### config.mk
export PLATFORM = sky130hd
export DESIGN_NAME = pedal_sensor_calibrate_normalise_top
export DESIGN_NICKNAME = d
export VERILOG_FILES = /design/src/rtl/psc_pkg.sv /design/src/rtl/psc_ram.sv /design/src/rtl/psc_div.sv /design/src/rtl/pedal_sensor_calibrate_normalise_top.sv
export SDC_FILE = /design/constraint.sdc
export NUM_CORES = 1
export LEC_CHECK = 0
export ABC_AREA = 1
export BUFFER_PORTS_ARGS = -buffer_cell sky130_fd_sc_hd__buf_2
export CORE_UTILIZATION = 45
export DETAILED_ROUTE_END_ITERATION = 7
export GPL_TIMING_DRIVEN = 0
export PLACE_DENSITY = 0.69
export REMOVE_ABC_BUFFERS = 1
export SYNTH_ARGS = -nofsm -noshare
export SYNTH_HDL_FRONTEND = slang
export SYNTH_HIERARCHICAL = 1
export SYNTH_SLANG_ARGS = --single-unit
### constraint.sdc
create_clock -name clk -period 10.04 [get_ports clk]
set_input_delay 2.008 -clock clk [delete_from_list [all_inputs] [get_ports clk]]
set_output_delay 2.008 -clock clk [all_outputs]
set_load 0.05 [all_outputs]
### src/rtl/psc_pkg.sv
// Shared types, constants and helpers for the pedal sensor calibrate/normalise block.
// Depends on nothing; imported by the top level.
`timescale 1ns / 1ps

package psc_pkg;

	localparam int SAMPLE_W          = 16;
	localparam int POS_W             = 12;
	localparam int CFG_W             = 16;
	localparam int CFG_IDX_W         = 2;
	localparam int HISTORY_DEPTH_DEF = 16;

	localparam logic [POS_W-1:0] FULL_SCALE = 12'd2095;

	localparam logic [CFG_W-1:0] MIN_RANGE_RST  = 16'd100;
	localparam logic [CFG_W-1:0] SETTLE_TOL_RST = 16'd10;
	localparam logic [CFG_W-1:0] IDLE_TOL_RST   = 16'd15;

	// Configuration register indexes.
	typedef enum logic [CFG_IDX_W-1:0] {
		CFG_MIN_RANGE  = 2'd0,
		CFG_SETTLE_TOL = 2'd1,
		CFG_IDLE_TOL   = 2'd2
	} cfg_idx_t;

	// Sequencer states.
	typedef enum logic [2:0] {
		S_IDLE,
		S_READ,
		S_START,
		S_DIV,
		S_OUT
	} state_t;

	// Absolute difference of two samples.
	function automatic logic [SAMPLE_W-1:0] dist16(input logic [SAMPLE_W-1:0] a,
		input logic [SAMPLE_W-1:0] b);
		return (a > b) ? (a - b) : (b - a);
	endfunction

endpackage

### src/rtl/psc_ram.sv
// Generic single-write, single-read RAM with a registered read port.
// No dependencies.
`timescale 1ns / 1ps

module psc_ram #(
	parameter int WIDTH = 16,
	parameter int DEPTH = 16
) (
	input  logic                     clk,
	input  logic                     we,
	input  logic [$clog2(DEPTH)-1:0] waddr,
	input  logic [WIDTH-1:0]         wdata,
	input  logic                     re,
	input  logic [$clog2(DEPTH)-1:0] raddr,
	output logic [WIDTH-1:0]         rdata
);

	logic [WIDTH-1:0] mem [DEPTH];

	// Write port.
	always_ff @(posedge clk) begin
		if (we) begin
			mem[waddr] <= wdata;
		end
	end

	// Registered read port.
	always_ff @(posedge clk) begin
		if (re) begin
			rdata <= mem[raddr];
		end
	end

endmodule

### src/rtl/psc_div.sv
// Restoring divider, one quotient bit per cycle.
// The caller guarantees the quotient fits in QW bits. No dependencies.
`timescale 1ns / 1ps

module psc_div #(
	parameter int QW = 12,
	parameter int DW = 16
) (
	input  logic             clk,
	input  logic             arst_n,
	input  logic             start,
	input  logic [QW+DW-1:0] dividend,
	input  logic [DW-1:0]    divisor,
	output logic [QW-1:0]    quotient,
	output logic             busy
);

	localparam int CW = $clog2(QW + 1);

	logic [DW-1:0] rem_q;
	logic [QW-1:0] quo_q;
	logic [DW-1:0] div_q;
	logic [CW-1:0] cnt_q;
	logic          busy_q;
	logic [DW:0]   trial;
	logic          fits;

	// Trial subtraction of one step.
	always_comb begin
		trial = {rem_q, quo_q[QW-1]};
		fits  = (trial >= {1'b0, div_q});
	end

	// Iteration control.
	always_ff @(posedge clk or negedge arst_n) begin
		if (!arst_n) begin
			busy_q <= 1'b0;
			cnt_q  <= '0;
		end else if (start) begin
			busy_q <= 1'b1;
			cnt_q  <= CW'(QW);
		end else if (busy_q) begin
			busy_q <= (cnt_q != CW'(1));
			cnt_q  <= cnt_q - CW'(1);
		end
	end

	// Remainder and quotient shift register; dividend bits shift out as quotient bits enter.
	always_ff @(posedge clk) begin
		if (start) begin
			rem_q <= dividend[QW+DW-1:QW];
			quo_q <= dividend[QW-1:0];
			div_q <= divisor;
		end else if (busy_q) begin
			rem_q <= fits ? DW'(trial - {1'b0, div_q}) : trial[DW-1:0];
			quo_q <= {quo_q[QW-2:0], fits};
		end
	end

	assign quotient = quo_q;
	assign busy     = busy_q;

endmodule

### src/rtl/pedal_sensor_calibrate_normalise_top.sv
// Pedal sensor calibration and normalisation, top level.
// Depends on psc_pkg, psc_ram and psc_div.
`timescale 1ns / 1ps
//
//  Channel   Direction  Signals                           Content
//  s_*       in         s_tvalid s_tready s_tdata[15:0]   raw pedal sample
//  m_*       out        m_tvalid m_tready m_tdata m_tuser position, flags
//  cfg_*     in         cfg_we cfg_index cfg_data         register writes
//
//  An accepted input transaction passes through the sequencer states in order: the ring
//  read together with the acceptance, the ring and state update, operand setup, the
//  division state (the 12 quotient bits of the serial position divider, left once the
//  divider has finished), and the result state. The ring average is a reciprocal
//  multiplication. A new sample is taken only once the sequencer is back in idle.
//  The history ring lives in a RAM whose entries carry valid bits that reset clears at
//  once, so there is no clearing pass. A result waits in the output register; a new
//  sample is accepted meanwhile and the sequencer holds in the result state until the
//  previous result has been taken.

module pedal_sensor_calibrate_normalise_top #(
	parameter int HISTORY_DEPTH = psc_pkg::HISTORY_DEPTH_DEF
) (
	input  logic                            clk,
	input  logic                            arst_n,
	input  logic                            s_tvalid,
	output logic                            s_tready,
	input  logic [15:0]                     s_tdata,  // [15:0] sample
	output logic                            m_tvalid,
	input  logic                            m_tready,
	output logic [15:0]                     m_tdata,  // [11:0] position, [15:12] zero
	output logic [1:0]                      m_tuser,  // [0] is_calibrated, [1] is_idle
	input  logic                            cfg_we,
	input  logic [psc_pkg::CFG_IDX_W-1:0]   cfg_index,
	input  logic [psc_pkg::CFG_W-1:0]       cfg_data
);

	import psc_pkg::*;

	localparam int AW    = $clog2(HISTORY_DEPTH);
	localparam int SUM_W = SAMPLE_W + AW;
	localparam int PDW   = SAMPLE_W;

	// Ring average as floor(sum * AVG_RECIP / 2^AVG_K), exact for every sum below 2^SUM_W.
	localparam int AVG_K  = SUM_W + AW;
	localparam int AVG_MW = SUM_W + 1;
	localparam int AVG_PW = SUM_W + AVG_MW;
	localparam logic [63:0] AVG_RECIP_FULL =
		((64'd1 << AVG_K) + 64'(HISTORY_DEPTH) - 64'd1) / 64'(HISTORY_DEPTH);
	localparam logic [AVG_MW-1:0] AVG_RECIP = AVG_RECIP_FULL[AVG_MW-1:0];

	state_t state_q, state_nx;

	logic [CFG_W-1:0]    min_range_q, settle_tol_q, idle_tol_q;
	logic [SAMPLE_W-1:0] sample_q, start_q, low_q, high_q;
	logic                start_valid_q, cal_done_q;
	logic [SUM_W-1:0]    sum_q;
	logic [AW-1:0]       ptr_q;
	logic [HISTORY_DEPTH-1:0] hvalid_q;

	logic [POS_W-1:0]    out_pos_q;
	logic                out_cal_q, out_idle_q, m_tvalid_q;

	logic                in_xfer, ram_re, ram_we, div_start, out_load, div_done;
	logic [SAMPLE_W-1:0] ram_rdata, old_entry;
	logic [SAMPLE_W-1:0] start_nx, low_nx, high_nx;
	logic [SUM_W-1:0]    sum_nx;
	logic [AW-1:0]       ptr_nx;

	logic [SAMPLE_W-1:0] clamped, offset;
	logic [POS_W+PDW-1:0] pos_dividend;
	logic [POS_W-1:0]    pos_quo, pos_clip, pos_val;
	logic                pos_busy;
	logic [AVG_PW-1:0]   avg_prod;
	logic [SAMPLE_W-1:0] avg_q;
	logic                far_from_start, settled, range_empty, inverted;

	// Configuration registers.
	always_ff @(posedge clk or negedge arst_n) begin
		if (!arst_n) begin
			min_range_q  <= MIN_RANGE_RST;
			settle_tol_q <= SETTLE_TOL_RST;
			idle_tol_q   <= IDLE_TOL_RST;
		end else if (cfg_we) begin
			case (cfg_index)
				CFG_MIN_RANGE:  min_range_q  <= cfg_data;
				CFG_SETTLE_TOL: settle_tol_q <= cfg_data;
				CFG_IDLE_TOL:   idle_tol_q   <= cfg_data;
				default: ;
			endcase
		end
	end

	// History ring. One item is in flight at a time, so a read never meets a pending write.
	psc_ram #(
		.WIDTH(SAMPLE_W),
		.DEPTH(HISTORY_DEPTH)
	) u_hist (
		.clk  (clk),
		.we   (ram_we),
		.waddr(ptr_q),
		.wdata(sample_q),
		.re   (ram_re),
		.raddr(ptr_q),
		.rdata(ram_rdata)
	);

	assign in_xfer  = s_tvalid && s_tready;
	assign div_done = !pos_busy;

	// Next-state logic.
	always_comb begin
		state_nx = state_q;
		case (state_q)
			S_IDLE:  if (in_xfer) state_nx = S_READ;
			S_READ:  state_nx = S_START;
			S_START: state_nx = S_DIV;
			S_DIV:   if (div_done) state_nx = S_OUT;
			S_OUT:   if (!m_tvalid_q || m_tready) state_nx = S_IDLE;
			default: state_nx = S_IDLE;
		endcase
	end

	// Sequencer outputs.
	always_comb begin
		s_tready  = 1'b0;
		ram_re    = 1'b0;
		ram_we    = 1'b0;
		div_start = 1'b0;
		out_load  = 1'b0;
		case (state_q)
			S_IDLE: begin
				s_tready = 1'b1;
				ram_re   = s_tvalid;
			end
			S_READ:  ram_we    = !cal_done_q;
			S_START: div_start = 1'b1;
			S_OUT:   out_load  = !m_tvalid_q || m_tready;
			default: ;
		endcase
	end

	always_ff @(posedge clk or negedge arst_n) begin
		if (!arst_n) begin
			state_q <= S_IDLE;
		end else begin
			state_q <= state_nx;
		end
	end

	// Calibration update from the entry leaving the ring.
	always_comb begin
		old_entry = hvalid_q[ptr_q] ? ram_rdata : '0;
		start_nx  = start_valid_q ? start_q : sample_q;
		low_nx    = (sample_q < low_q) ? sample_q : low_q;
		high_nx   = (sample_q > high_q) ? sample_q : high_q;
		sum_nx    = sum_q - SUM_W'(old_entry) + SUM_W'(sample_q);
		ptr_nx    = (ptr_q == AW'(HISTORY_DEPTH - 1)) ? '0 : ptr_q + AW'(1);
	end

	always_ff @(posedge clk) begin
		if (in_xfer) begin
			sample_q <= s_tdata;
		end
	end

	// Calibration state; frozen once calibration has completed.
	always_ff @(posedge clk or negedge arst_n) begin
		if (!arst_n) begin
			start_q       <= '1;
			start_valid_q <= 1'b0;
			low_q         <= '1;
			high_q        <= '0;
			sum_q         <= '0;
			ptr_q         <= '0;
			hvalid_q      <= '0;
			cal_done_q    <= 1'b0;
		end else begin
			if (ram_we) begin
				start_q         <= start_nx;
				start_valid_q   <= 1'b1;
				low_q           <= low_nx;
				high_q          <= high_nx;
				sum_q           <= sum_nx;
				ptr_q           <= ptr_nx;
				hvalid_q[ptr_q] <= 1'b1;
			end
			if (state_q == S_DIV && div_done && !cal_done_q && far_from_start && settled) begin
				cal_done_q <= 1'b1;
			end
		end
	end

	// Divider operands from the updated state.
	always_comb begin
		clamped      = (sample_q < low_q) ? low_q : ((sample_q > high_q) ? high_q : sample_q);
		offset       = clamped - low_q;
		pos_dividend = (POS_W + PDW)'(offset) * (POS_W + PDW)'(FULL_SCALE);
	end

	psc_div #(
		.QW(POS_W),
		.DW(PDW)
	) u_pos_div (
		.clk     (clk),
		.arst_n  (arst_n),
		.start   (div_start),
		.dividend(pos_dividend),
		.divisor (high_q - low_q),
		.quotient(pos_quo),
		.busy    (pos_busy)
	);

	// Ring average from the updated sum, registered while the divider starts.
	assign avg_prod = AVG_PW'(sum_q) * AVG_PW'(AVG_RECIP);

	always_ff @(posedge clk) begin
		if (div_start) begin
			avg_q <= avg_prod[AVG_K +: SAMPLE_W];
		end
	end

	// Completion test and final position.
	always_comb begin
		far_from_start = (dist16(sample_q, start_q) >= min_range_q);
		settled        = (dist16(sample_q, avg_q) <= settle_tol_q);
		range_empty    = (high_q <= low_q);
		inverted       = (dist16(start_q, low_q) > min_range_q);
		pos_clip       = (pos_quo > FULL_SCALE) ? FULL_SCALE : pos_quo;
		if (range_empty) begin
			pos_val = '0;
		end else if (inverted) begin
			pos_val = FULL_SCALE - pos_clip;
		end else begin
			pos_val = pos_clip;
		end
	end

	// Output register.
	always_ff @(posedge clk or negedge arst_n) begin
		if (!arst_n) begin
			m_tvalid_q <= 1'b0;
		end else if (out_load) begin
			m_tvalid_q <= 1'b1;
		end else if (m_tready) begin
			m_tvalid_q <= 1'b0;
		end
	end

	always_ff @(posedge clk) begin
		if (out_load) begin
			out_pos_q  <= pos_val;
			out_cal_q  <= cal_done_q;
			out_idle_q <= (dist16(sample_q, start_q) < idle_tol_q);
		end
	end

	assign m_tvalid = m_tvalid_q;
	assign m_tdata  = {4'b0000, out_pos_q};
	assign m_tuser  = {out_idle_q, out_cal_q};

`ifndef ASSERT_OFF
	// The divider only runs between operand setup and the result.
	a_div_quiet: assert property (@(posedge clk) disable iff (!arst_n)
		(state_q == S_IDLE || state_q == S_READ) |-> !pos_busy)
		else $error("divider busy outside of the division phase");

	// Calibration, once complete, stays complete.
	a_cal_sticky: assert property (@(posedge clk) disable iff (!arst_n)
		!$fell(cal_done_q))
		else $error("calibrated flag dropped");

	// Once a start has been captured, the tracked range is ordered.
	a_range_order: assert property (@(posedge clk) disable iff (!arst_n)
		start_valid_q |-> (low_q <= high_q))
		else $error("minimum above maximum after start capture");

	// A new result appears only from the result state.
	a_out_source: assert property (@(posedge clk) disable iff (!arst_n)
		$rose(m_tvalid) |-> ($past(state_q) == S_OUT))
		else $error("result valid raised outside of the result state");

	// The position never exceeds full scale.
	a_pos_bound: assert property (@(posedge clk) disable iff (!arst_n)
		m_tvalid |-> (m_tdata[11:0] <= FULL_SCALE))
		else $error("position beyond full scale");
`endif

endmodule
== Word level (Yosys, flattened, before mapping) ==
Memory sizes are Yosys's and may differ from the RTL's. A register that Yosys moved wholly into a read port is not among the register bits.
Index checks and enable logic that the tools add are counted.
Word-level totals
  register bits: 237
  memory bits (writable): 256
  input bits: 39
  output and inout port bits: 20
  word-level logic and storage cells: 122
  memories kept: 1
Memory list
  u_hist.mem: depth 16, bits a word 16, rd ports 1, clocked after Yosys merged registers in 1, write ports 1, line psc_ram.sv:18  | logic [WIDTH-1:0] mem [DEPTH];
Operators by class
  $add $sub $neg: 14
  multiply operators: 1
  magnitude comparators: 14
  equal/unequal tests: 11
  muxes and demuxes: 35
  bitwise operators: 2
  reduce and logical (&&, ||, !) cells: 21
Operators by type and width (count)
  two-way mux 16 bit: 9
  subtractor 16 bit: 9
  > comparator 16 bit: 5
  two-way mux 12 bit: 4
  <= comparator 16 bit: 2
  < comparator 16 bit: 2
  multiplier 16 x 12 -> 28 bit, second input constant: 1
  adder 20 x 16 -> 20 bit: 1
  subtractor 20 x 16 -> 20 bit: 1
  greater-or-equal comparator 17 x 16 -> 1 bit: 1
  greater-or-equal comparator 16 bit: 1
  bitwise OR 16 bit: 1
  one-hot mux 3 bit (5 select lines): 1
  two-way mux 1 bit: 13
  > comparator 12 bit, second input constant: 1
  two-way mux 4 bit: 3
  AND reduction 2 bit: 6
  subtractor 12 bit, first input constant: 1
  two-way mux 3 bit: 3
  equality test 3 x 2 -> 1 bit, second input constant: 2
  logical AND 1 bit: 6
  != test 2 bit, second input constant: 3
  < comparator 4 x 5 -> 1 bit, second input constant: 1
  adder 4 x 1 -> 4 bit, second input constant: 1
  other kinds (17): 20

== Longest topological paths before layout ==
  depth in word-level cells: 6
  mapped depth: 51
  depth with buffers taken out: 50

== Modules after synthesis ==
The synthesis kept the hierarchy.
By module, submodules not included
  pedal_sensor_calibrate_normalise_top: times used 1, cells an instance 2966, area an instance 21598.2 um^2, seq. area each 4986.0 um^2
  psc_ram: times used 1, cells an instance 1074, area an instance 11548.6 um^2, seq. area each 8167.8 um^2
  psc_div: times used 1, cells an instance 416, area an instance 3294.4 um^2, seq. area each 1446.4 um^2

== Worst setup path after synthesis ==
Ideal clock, no wire load.
  kind: flip-flop to flip-flop
  start point: register low_q[1]
  end point: register u_pos_div.rem_q[8] (data pin)
  library setup time: 0.253 ns
  arrival time: 6.869 ns
  data required time: 9.787 ns
  slack: 2.918 ns
  cell stages (with the launch flop): 43
  path buffers: 2
  clock period less this slack: 7.122 ns
  path through: dfstp_2 -> inv_1 -> ha_1 -> o21ai_0 -> nand2_1 -> nand2_1 -> nand2_1 -> nand2_1 -> nand2_1 -> nand2_1 -> nand2_1 -> inv_1 -> buf_2 -> buf_2 -> nand2_1 -> o21ai_0 -> ha_1 -> fa_1 -> [... 7 more ...] -> nand2_1 -> inv_1 -> ha_1 -> fa_1 -> inv_1 -> fa_1 -> fa_1 -> inv_1 -> ha_1 -> nand2_1 -> inv_1 -> a21boi_0 -> o21ai_1 -> a21boi_0 -> o21bai_1 -> xor2_1 -> nand2_1 -> nand2_1
On the way
  cells in the longest elaborated chain, start to end: 5
RTL lines
  from (decl): line pedal_sensor_calibrate_normalise_top.sv:54  | logic [SAMPLE_W-1:0] sample_q, start_q, low_q, high_q;
  from (signal assigned): line pedal_sensor_calibrate_normalise_top.sv:181  | low_q <= low_nx;
  < comparator 16 bit: line pedal_sensor_calibrate_normalise_top.sv:195  | clamped = (sample_q < low_q) ? low_q : ((sample_q > high_q) ? high_q : sample_q);
  two-way mux 16 bit: line pedal_sensor_calibrate_normalise_top.sv:195
  subtractor 16 bit (*): line pedal_sensor_calibrate_normalise_top.sv:196  | offset = clamped - low_q;
  multiplier 16 x 12 -> 28 bit (*): line pedal_sensor_calibrate_normalise_top.sv:197  | pos_dividend = (POS_W + PDW)'(offset) * (POS_W + PDW)'(FULL_SCALE);
  via pos_dividend[20]: line pedal_sensor_calibrate_normalise_top.sv:70  | logic [POS_W+PDW-1:0] pos_dividend;
  two-way mux 16 bit (*): line psc_div.sv:50  | if (start) begin
  to (signal assigned): line psc_div.sv:51  | rem_q <= dividend[QW+DW-1:QW];
  to (signal assigned): line psc_div.sv:55  | rem_q <= fits ? DW'(trial - {1'b0, div_q}) : trial[DW-1:0];
  to (decl): line psc_div.sv:20  | logic [DW-1:0] rem_q;
The timed path passes the listed nets; every way through them passes the cells marked *.
A chain may end at the register's enable or synchronous reset.

== Worst setup path in the final report ==
  start point: register sample_q[0]
  end point: register u_pos_div.rem_q[8] (data pin)
On the way
  cells in the longest elaborated chain, start to end: 6
  elaborated cells between the ends (all ways): 7
  those cells by class: add/sub: 1; mul: 1; order compare: 2; mux: 3
RTL lines
  from (decl): line pedal_sensor_calibrate_normalise_top.sv:54
  from (signal assigned): line pedal_sensor_calibrate_normalise_top.sv:162  | sample_q <= s_tdata;
  > comparator 16 bit: line pedal_sensor_calibrate_normalise_top.sv:195
  two-way mux 16 bit: line pedal_sensor_calibrate_normalise_top.sv:195
  two-way mux 16 bit (*): line pedal_sensor_calibrate_normalise_top.sv:195
  subtractor 16 bit (*): line pedal_sensor_calibrate_normalise_top.sv:196
  multiplier 16 x 12 -> 28 bit (*): line pedal_sensor_calibrate_normalise_top.sv:197
  via pos_dividend[20]: line pedal_sensor_calibrate_normalise_top.sv:70
  two-way mux 16 bit (*): line psc_div.sv:50
Marked as above.

==> flow_metrics.tcl <==
set metrics [dict create \
    dieArea_um2 82100 \
    cp-end-kind "flip-flop" \
    nNetsFinal 4915 \
    skew_ns 0.0621 \
    fp.dieH_um 287 \
    clkTransAtPathRegs_ns 0.06 \
    ios 59 \
    synth_area_per_cell_um2 8.18 \
    drc_errors 0 \
    arrival_ns 9.74 \
    maxCapViolations 0 \
    htree_num_levels 2 \
    place_area_um2 37700 \
    largest_register_ffs 256 \
    relSlewSlack_pct 7.61 \
    final_max_slew_viol_count 0 \
    diodes 0 \
    grt_pass1_wl_um 149000 \
    yosysSeqAreaShare_pct 40.1 \
    cpMaxStageDelayCell "edfxtp_1" \
    hold_violations 0 \
    min_period_ns 9.38 \
    tns_ns 0 \
    netlist-cell-type-count 63 \
    crit_type "flip-flop to flip-flop" \
    fmax_mhz 107 \
    die_x_um 287 \
    grt_max_degree 89 \
    largest_register "u_hist/mem" \
    rr_startpoint "sample_q[0]" \
    grt_pass1_vias 27500 \
    area_delta_synth_final_pct 9.07 \
    crit_path_start_kind "flip-flop" \
    largestRegisters "u_hist/mem (256), sum_q (20)" \
    vias 29000 \
    tightestPinTransition_ns 1.38 \
    outcome "complete, no violations" \
    yosys_most_used_dff "edfxtp_1" \
    synth_edf_count 362 \
    timing.rr.end "u_pos_div/rem_q[8]" \
    start_util_pct 45.8 \
    cts_tree "done" \
    hpwl_um 68400 \
    drt-pass1-iter-count 6 \
    post-route-util_pct 50.0 \
    cp-endpoint "u_pos_div/rem_q[8]" \
    regToRegSetupSlack_ns 0.66 \
    drive_above_1_share_pct 7.31 \
    portBuffers 54 \
    fin_ws_ns 0.660 \
    syn_area_um2 36400 \
    gr-usage-all-layers_pct 23.0 \
    finalSetupViolCount 0 \
    ys_seq_elements 509 \
    ant_nets 0 \
    gp_congestion 0.972 \
    synth-async-reset-ratio_pct 28.9 \
    max_stage_delay_ns 0.89 \
    design.core.area_um2 79500 \
    rows 103 \
    crit_top_cell "nand2_1" \
    required_ns 10.40 \
    first_iter_violations 2606 \
    clockRootBuffer "clkbuf_16" \
    r2r.worst_path.cells 39 \
    period_share_pct 93.4 \
    antenna_found_initial 0 \
    fin_area_um2 39700 \
    clockBufferDepth 3 \
    rsz0062_at_grt "no" \
    wire_per_inst_um 17.1 \
    hold_path_class "flip-flop to flip-flop" \
    startpoint "sample_q[0]" \
    cts.sinks 509 \
    syn_inst 4456 \
    dp_worst_setup_slack_ns 0.516 \
    wirelength_um 95100 \
    clk-insertion-delay-late_ns 0.66 \
    numCtsBuffers 56 \
    worstPathMaxFanout 32 \
    routed_via_density 5.21 \
    yosys_warnings 6 \
    overflow 0 \
]
per-layer routing:
metal / track usage (%) / share of wire (%) / vias up
met5: 0 / 0 / -
met4: 7.42 / 3.1 / 0
met3: 2.23 / 6.2 / 169
met2: 37.8 / 46 / 931
met1: 31.8 / 45 / 13600
li1: - / - / 14300
area by class of cell:
cell class              count  area, µm²
fillers                  7453      39800
multi-input cells        2971      18000
flip-flops and latches    509      14600
inverters                 855       3210
clock buffers              78       1570
well taps                1050       1310
repair buffers             75        626
clock inverters            28        440
what timing repair did:
item,4_1_cts,5_1_grt
setup endpoints to repair,0,8
hold buffers,0,0
resized for setup,0,0
hold endpoints to repair,0,0
setup buffers,0,1
worst min-delay path by stage:
stage                     cells past startpoint  slack (ns)     startpoint       endpoint
after floorplan                               2        0.42   hvalid_q[14]   hvalid_q[14]
after global placement                        2        0.43  start_valid_q  start_valid_q
after detailed placement                      0        0.43      sum_q[15]      avg_q[11]
after CTS                                     0        0.45      sum_q[15]      avg_q[11]
after global routing                          2        0.46  start_valid_q  start_valid_q
final                                         0        0.45      sum_q[15]      avg_q[11]
kinds of logic after synthesis:
logic type                 synth area share [%]
buffers and inverters                      10.8
AOI/OAI and AO/OA                          9.03
and+or+nand+nor                            21.1
adders and majority gates                  15.4
other                                    0.0103
xor gates and xnor gates                   3.53
DFF                                        40.1
Yosys cell counts, types with 7 or more instances:
master	count	area [µm²]
a21o_1	16	120
a21oi_1	233	1170
a21oi_2	7	61.3
a31oi_1	13	81.3
buf_2	42	210
buf_4	32	240
buf_6	9	101
clkbuf_1	32	120
dfrtp_1	106	2650
dfstp_2	41	1080
edfxtp_1	362	10900
fa_1	68	1360
ha_1	340	4250
inv_1	843	3160
inv_2	11	41.3
nand2_1	1155	4340
nand2_2	25	156
nand3_1	325	1630
nand3b_1	24	180
nand4_1	28	175
nor2_1	204	766
nor2_2	8	50.1
nor3_1	23	115
o211ai_1	7	52.6
o21ai_0	231	1160
o21ai_1	14	70.1
o21ai_2	8	70.1
o21bai_1	21	158
or2_2	8	50.1
xnor2_1	28	245
xor2_1	110	963
cells in the final DEF (no fill, tap or decap), drive strengths merged, types with 6 or more instances in the layout:
master    instances
a31oi            13
o211ai            7
o21bai           21
or2              10
ha              340
fa               68
inv             858
dfstp            41
dfrtp           106
xnor2            28
nand3           330
o2111ai           6
xor2            114
buf              75
a21o             16
nor2            215
a21oi           241
clkbuf           78
edfxtp          362
bufinv            8
a21boi            7
clkinv           11
o21ai           254
nand4            28
clkinvlp          6
nand3b           25
nand2          1184
nor3             27
through the flow:
step	hold WS, ns	cells
after floorplan	0.422	4335
after global placement	0.432	5439
after detailed placement	0.435	5459
after CTS	0.450	5565
after global routing	0.462	5566
final	0.450	5566
worst max-delay path, delay by kind of cell, from the launching register on:
family | cells | cell delay (ns)
simple gates | 16 | 1.87
buf+inv | 6 | 0.87
xor+xnor | 2 | 0.53
compound gates | 7 | 1.72
fa+ha+maj | 8 | 3.15
flops | 1 | 0.89
Power is not shown: default switching activity piles up to over one toggle a cycle in this logic, so the estimate is an artifact.
